**config.mk**
```make
export PLATFORM = sky130hd
export DESIGN_NAME = idll_ram
export DESIGN_NICKNAME = d
export VERILOG_FILES = /design/src/rtl/idll_ram.sv
export SDC_FILE = /design/constraint.sdc
export NUM_CORES = 2
export LEC_CHECK = 0
export BUFFER_PORTS_ARGS = -buffer_cell sky130_fd_sc_hd__buf_2
export CAP_MARGIN = 10
export CORE_MARGIN = 4
export CORE_UTILIZATION = 51
export CTS_CLUSTER_DIAMETER = 40
export DETAILED_ROUTE_END_ITERATION = 8
export GPL_ROUTABILITY_DRIVEN = 0
export PLACE_DENSITY = 0.73
export SYNTH_ARGS = -nofsm -noshare
export SYNTH_HDL_FRONTEND = slang
export SYNTH_SLANG_ARGS = --single-unit
export TNS_END_PERCENT = 5
```
**constraint.sdc**
```tcl
create_clock -name clk -period 3.8 [get_ports clk]
set_clock_uncertainty 0.2 [all_clocks]
set_input_delay 0.19 -clock clk [delete_from_list [all_inputs] [get_ports clk]]
set_output_delay 0.19 -clock clk [all_outputs]
set_load 0.005 [all_outputs]
```
**src/rtl/idll_ram.sv**
```systemverilog
`default_nettype none
// ----------------------------------------------------------------------------
// Generic RAM
// One write port and one read port, with the read data registered.
// ----------------------------------------------------------------------------
module idll_ram #(
	parameter int WIDTH = 8,
	parameter int DEPTH = 256
) (
	input  wire logic                     clk,
	input  wire logic                     we,
	input  wire logic [$clog2(DEPTH)-1:0] waddr,
	input  wire logic [WIDTH-1:0]         wdata,
	input  wire logic [$clog2(DEPTH)-1:0] raddr,
	output logic      [WIDTH-1:0]         rdata
);

	logic [WIDTH-1:0] mem [DEPTH];

	always_ff @(posedge clk) begin
		if (we) begin
			mem[waddr] <= wdata;
		end
		rdata <= mem[raddr];
	end

endmodule
`default_nettype wire

```
== Yosys cells after proc, flatten, opt, wreduce, memory -nomap -nowiden ==
Memories as Yosys holds them, arrays and structs flattened. A register that Yosys moved wholly into a read port is not among the register bits.
Cells that the tools add are included.

* Memory bits (writable): 2,048
* Register bits after elaboration: 0
* Logic and storage cells: 3
* Input bits: 26
* Memories: 1

* Muxes and demuxes: 2

{| class="wikitable"
|+ Memory list
! memory !! words !! width !! read ports !! clocked after memory_dff !! write ports !! RTL line !! RTL
|-
| mem || 256 || 8 || 1 || 1 || 1 || 18 || <nowiki>logic [WIDTH-1:0] mem [DEPTH];</nowiki>
|}

{| class="wikitable"
|+ Operators with widths
! operator !! count
|-
| $mux 1 || 2
|}

== Depth between registers and ports, before layout ==
* Depth after elaboration: 2
* Mapped depth: 11
* Mapped depth without buffers: 6

== Least setup slack after synthesis ==
No wires, ideal clock.

* Kind: input -> register
* Start point: in raddr[0]
* End point: reg rdata[2], read port of mem
* Cell stages on the path: 9
* Buffers on the path: 4
* Path slack: 1,472 ps
* Data required time: 3,469 ps
* Data arrival time: 1,997 ps
* Cells stage by stage: buf_6 -> buf_12 -> buf_8 -> buf_2 -> mux4_2 -> a22oi_1 -> a21oi_1 -> nor4_1 -> nor4_2

{| class="wikitable"
|+ RTL lines
! what !! RTL line !! RTL
|-
| start, declared || 14 || <nowiki>input wire logic [$clog2(DEPTH)-1:0] raddr,</nowiki>
|-
| end, declared || 15 || <nowiki>output logic [WIDTH-1:0] rdata</nowiki>
|}

== Worst setup path in the final report ==
* Start point: in waddr[3]
* End point: mem mem[235][5] (enable)

{| class="wikitable"
|+ RTL lines
! what !! RTL line !! RTL
|-
| start, declared || 12 || <nowiki>input wire logic [$clog2(DEPTH)-1:0] waddr,</nowiki>
|-
| end, declared || 18 ||
|}

No word-level cell before the write port.

==> results.tsv <==
metric	value	unit
final hold vios	0	
Reg area	61700	µm²
Synth Cell Area	79600	µm²
Yosys warnings	0	
CTS Hold Bufs	19	
sequential share of power	0.525	
Critical Path Max Stage Delay	0.68	ns
footprint of the multi-input gates	16500	µm²
nature of the critical path startpoint	input port	
nets@finish	4041	
Post-synth ARST share	0	
Slowest cell on crit path	dlygate4sd3_1	
postcts setup bufs	0	
Slew @ Worst Pin	1.19	ns
WP data arrival	3.32	ns
PwrDens	529	nW/µm²
share of cells above drive strength 1	0.255	
syn_area_per_cell	21.3	µm²
# fillers	10800	
outcome	complete, no violations	
vias in the first global route	40500	
PortBufs	33	
R2R cell count	5	
Num Clock Sinks	2056	
CP Max Fanout	10	
clock power share	0.426	
Worst Hold Depth	5	
area grow syn2layout	13.5	%
CP Class	input port to flop	
Initial DRT Pass Iterations	6	
DR WL/cell	31.2	µm
clock tree buffer depth	3	
GRT Util Overall	0.241	
f_max	0.336	GHz
Fin Hold WS	0.0956	ns
Post-synth EDFFs	2048	
Initial DRC Count	5789	
routed wl met3	20900	µm
placed cell count	5830	
Comb power frac	0.049	
DP HPWL	119000	µm
Primary FF master, synth	edfxtp_1	
CP Capture Type	flop	
RSZ-0062 raised after global routing	no	
Hold Crit Class	input port to flop	
via count	40200	
Clock Tree Root	clkbuf_16	
clk_lat worst skew	0.84	ns
H-tree Lvls	4	
Synthesized Nets	3759	
highest metal used	met4	
Die X	403	µm
Core Footprint	155000	µm²
post-route antenna net violation count	0	
Placed Instance Area	83200	µm²
final core utilization	0.584	
final setup violation count	0	
Req. time, crit path	4.14	ns
Rows	144	
maxcap violations	0	
Ports	34	
final clock period utilization by the worst path	0.783	
Final Non-Filler Cells	6230	
post-synthesis sequential area ratio	0.775	
Starting Density	0.515	
die area	162000	µm²
first-pass GRT wire length	284000	µm
final max-slew violation count	0	
grt total ovfl	0	
Synth cell types	55	
Worst VDD drop	0.469	mV
internal power	0.0375	W
drt total wl	194000	µm
minimum clock period	2.98	ns
final non-filler cell area	90300	µm²
Vias/cell	6.46	
DR WL met2	92300	µm
Die Y	403	µm
Synth Register Bits	2056	
Net Sw Frac	0.213	
NetSw	0.0102	W
crit-path most repeated cell	dlygate4sd3_1	
CP cell instances	dlygate4sd3_1 -> buf_2 -> nor2b_1 -> nand4_1 -> dlygate4sd3_1 -> nor2_1 -> dlygate4sd3_1	
final routed DRC violation total	0	
Lkg Pwr	28.2	nW
initial antenna violation count	5	
Max-slew headroom	0.201	
setup TNS	0	ns
Worst-path clk slew	0.06	ns
Mapped Cells	3733	
TritonCTS buffer count	208	
largest net degree at the start of global routing	138	
CTS tree	yes	
met1 wire length	73600	µm
CTS resizes	0	
## routing by layer
layer | track usage | up-vias
met4 | 0.0882 | 0
met3 | 0.0518 | 405
met2 | 0.372 | 2491
li1 | - | 16300
met5 | 0 | -
met1 | 0.343 | 21100
## kinds of logic (layout without fill, tap and decap cells)
group | count (synthesis) | in the layout | share of synthesized area
compound gates | 385 | 385 | 0.0342
flops | 2056 | 2056 | 0.775
buf+inv | 235 | 687 | 0.0183
other cells | 0 | 1 | 0
mux | 591 | 591 | 0.146
simple gates | 466 | 466 | 0.0263
## cell usage after synthesis, drive strengths merged (6+ instances only)
| cell | n | area share |
|---|---|---|
| nor4 | 27 | 0.0024 |
| o221ai | 47 | 0.0053 |
| o22ai | 28 | 0.0022 |
| a21oi | 96 | 0.0060 |
| a22oi | 133 | 0.013 |
| mux2i | 134 | 0.017 |
| nor3 | 22 | 0.0014 |
| nand2 | 33 | 0.0016 |
| dfxtp | 8 | 0.0020 |
| o21ai | 12 | 0.00075 |
| clkbuf | 111 | 0.0052 |
| o211ai | 10 | 0.00094 |
| nand2b | 8 | 0.00063 |
| and2 | 6 | 0.00047 |
| nor2b | 31 | 0.0024 |
| nor2 | 282 | 0.013 |
| a221oi | 14 | 0.0016 |
| nand4 | 10 | 0.00079 |
| mux4 | 456 | 0.13 |
| nand3 | 34 | 0.0021 |
| a211oi | 16 | 0.0015 |
| a22o | 8 | 0.00088 |
| buf | 122 | 0.013 |
| edfxtp | 2048 | 0.77 |
## placed cells by master, fill, tap and decap left out, types with 45 or more instances in the layout
cell | Yosys | routed
edfxtp_1 | 2048 | 2048
mux4_2 | 454 | 454
nor2_1 | 282 | 279
buf_4 | 27 | 223
clkbuf_16 | 0 | 212
mux2i_1 | 134 | 134
a22oi_1 | 133 | 133
a21oi_1 | 96 | 96
o221ai_1 | 46 | 46
clkbuf_1 | 111 | 45
## worst paths after layout
kind	from	slack, ns	endpoint
worst min register to register	mem[32][5]$_DFFE_PP_	0.73	rdata[5]$_DFF_P_
worst min-delay path	raddr[6]	0.1	rdata[5]$_DFF_P_
worst max-delay path	waddr[3]	0.82	mem[235][5]$_DFFE_PP_
worst max register to register	mem[242][5]$_DFFE_PP_	0.91	rdata[5]$_DFF_P_
## power by group through the flow
stage          Combinational, W  Clock (W)  Sequential, W
2_1_floorplan           0.00121          0         0.0255
3_3_place_gp            0.00225          0         0.0255
3_5_place_dp            0.00229          0         0.0255
4_1_cts                 0.00231     0.0205         0.0251
5_1_grt                 0.00244     0.0215         0.0251
6_report                0.00233     0.0203         0.0251
## sequential cells by signal, indices dropped and copies added (netlist names)
| name | count |
|---|---|
| mem | 2048 |
| rdata | 8 |
## critical path, delay by kind of cell
kind / cells / cell delay (ns)
buffers and inverters: 4 / 2.06
and+or+nand+nor: 3 / 1.07
## cell type report
cell class,instances,share of cell area
clock inverters,118,0.0141
multi-input cells,1442,0.183
clock buffers,262,0.0614
well taps,2044,0.0283
repair buffers,305,0.0302
flip-flops and latches,2056,0.683
inverters,2,0.0000832
diodes,1,0.0000277
## stage by stage
step | total power, W | worst slack, ns
floorplan | 0.0267 | 1.47
global placement | 0.0278 | -0.549
detailed placement | 0.0278 | 0.272
CTS | 0.0479 | 0.902
global route | 0.0490 | 0.735
finish | 0.0477 | 0.824
No activity file was read; power rests on OpenSTA's default activity.
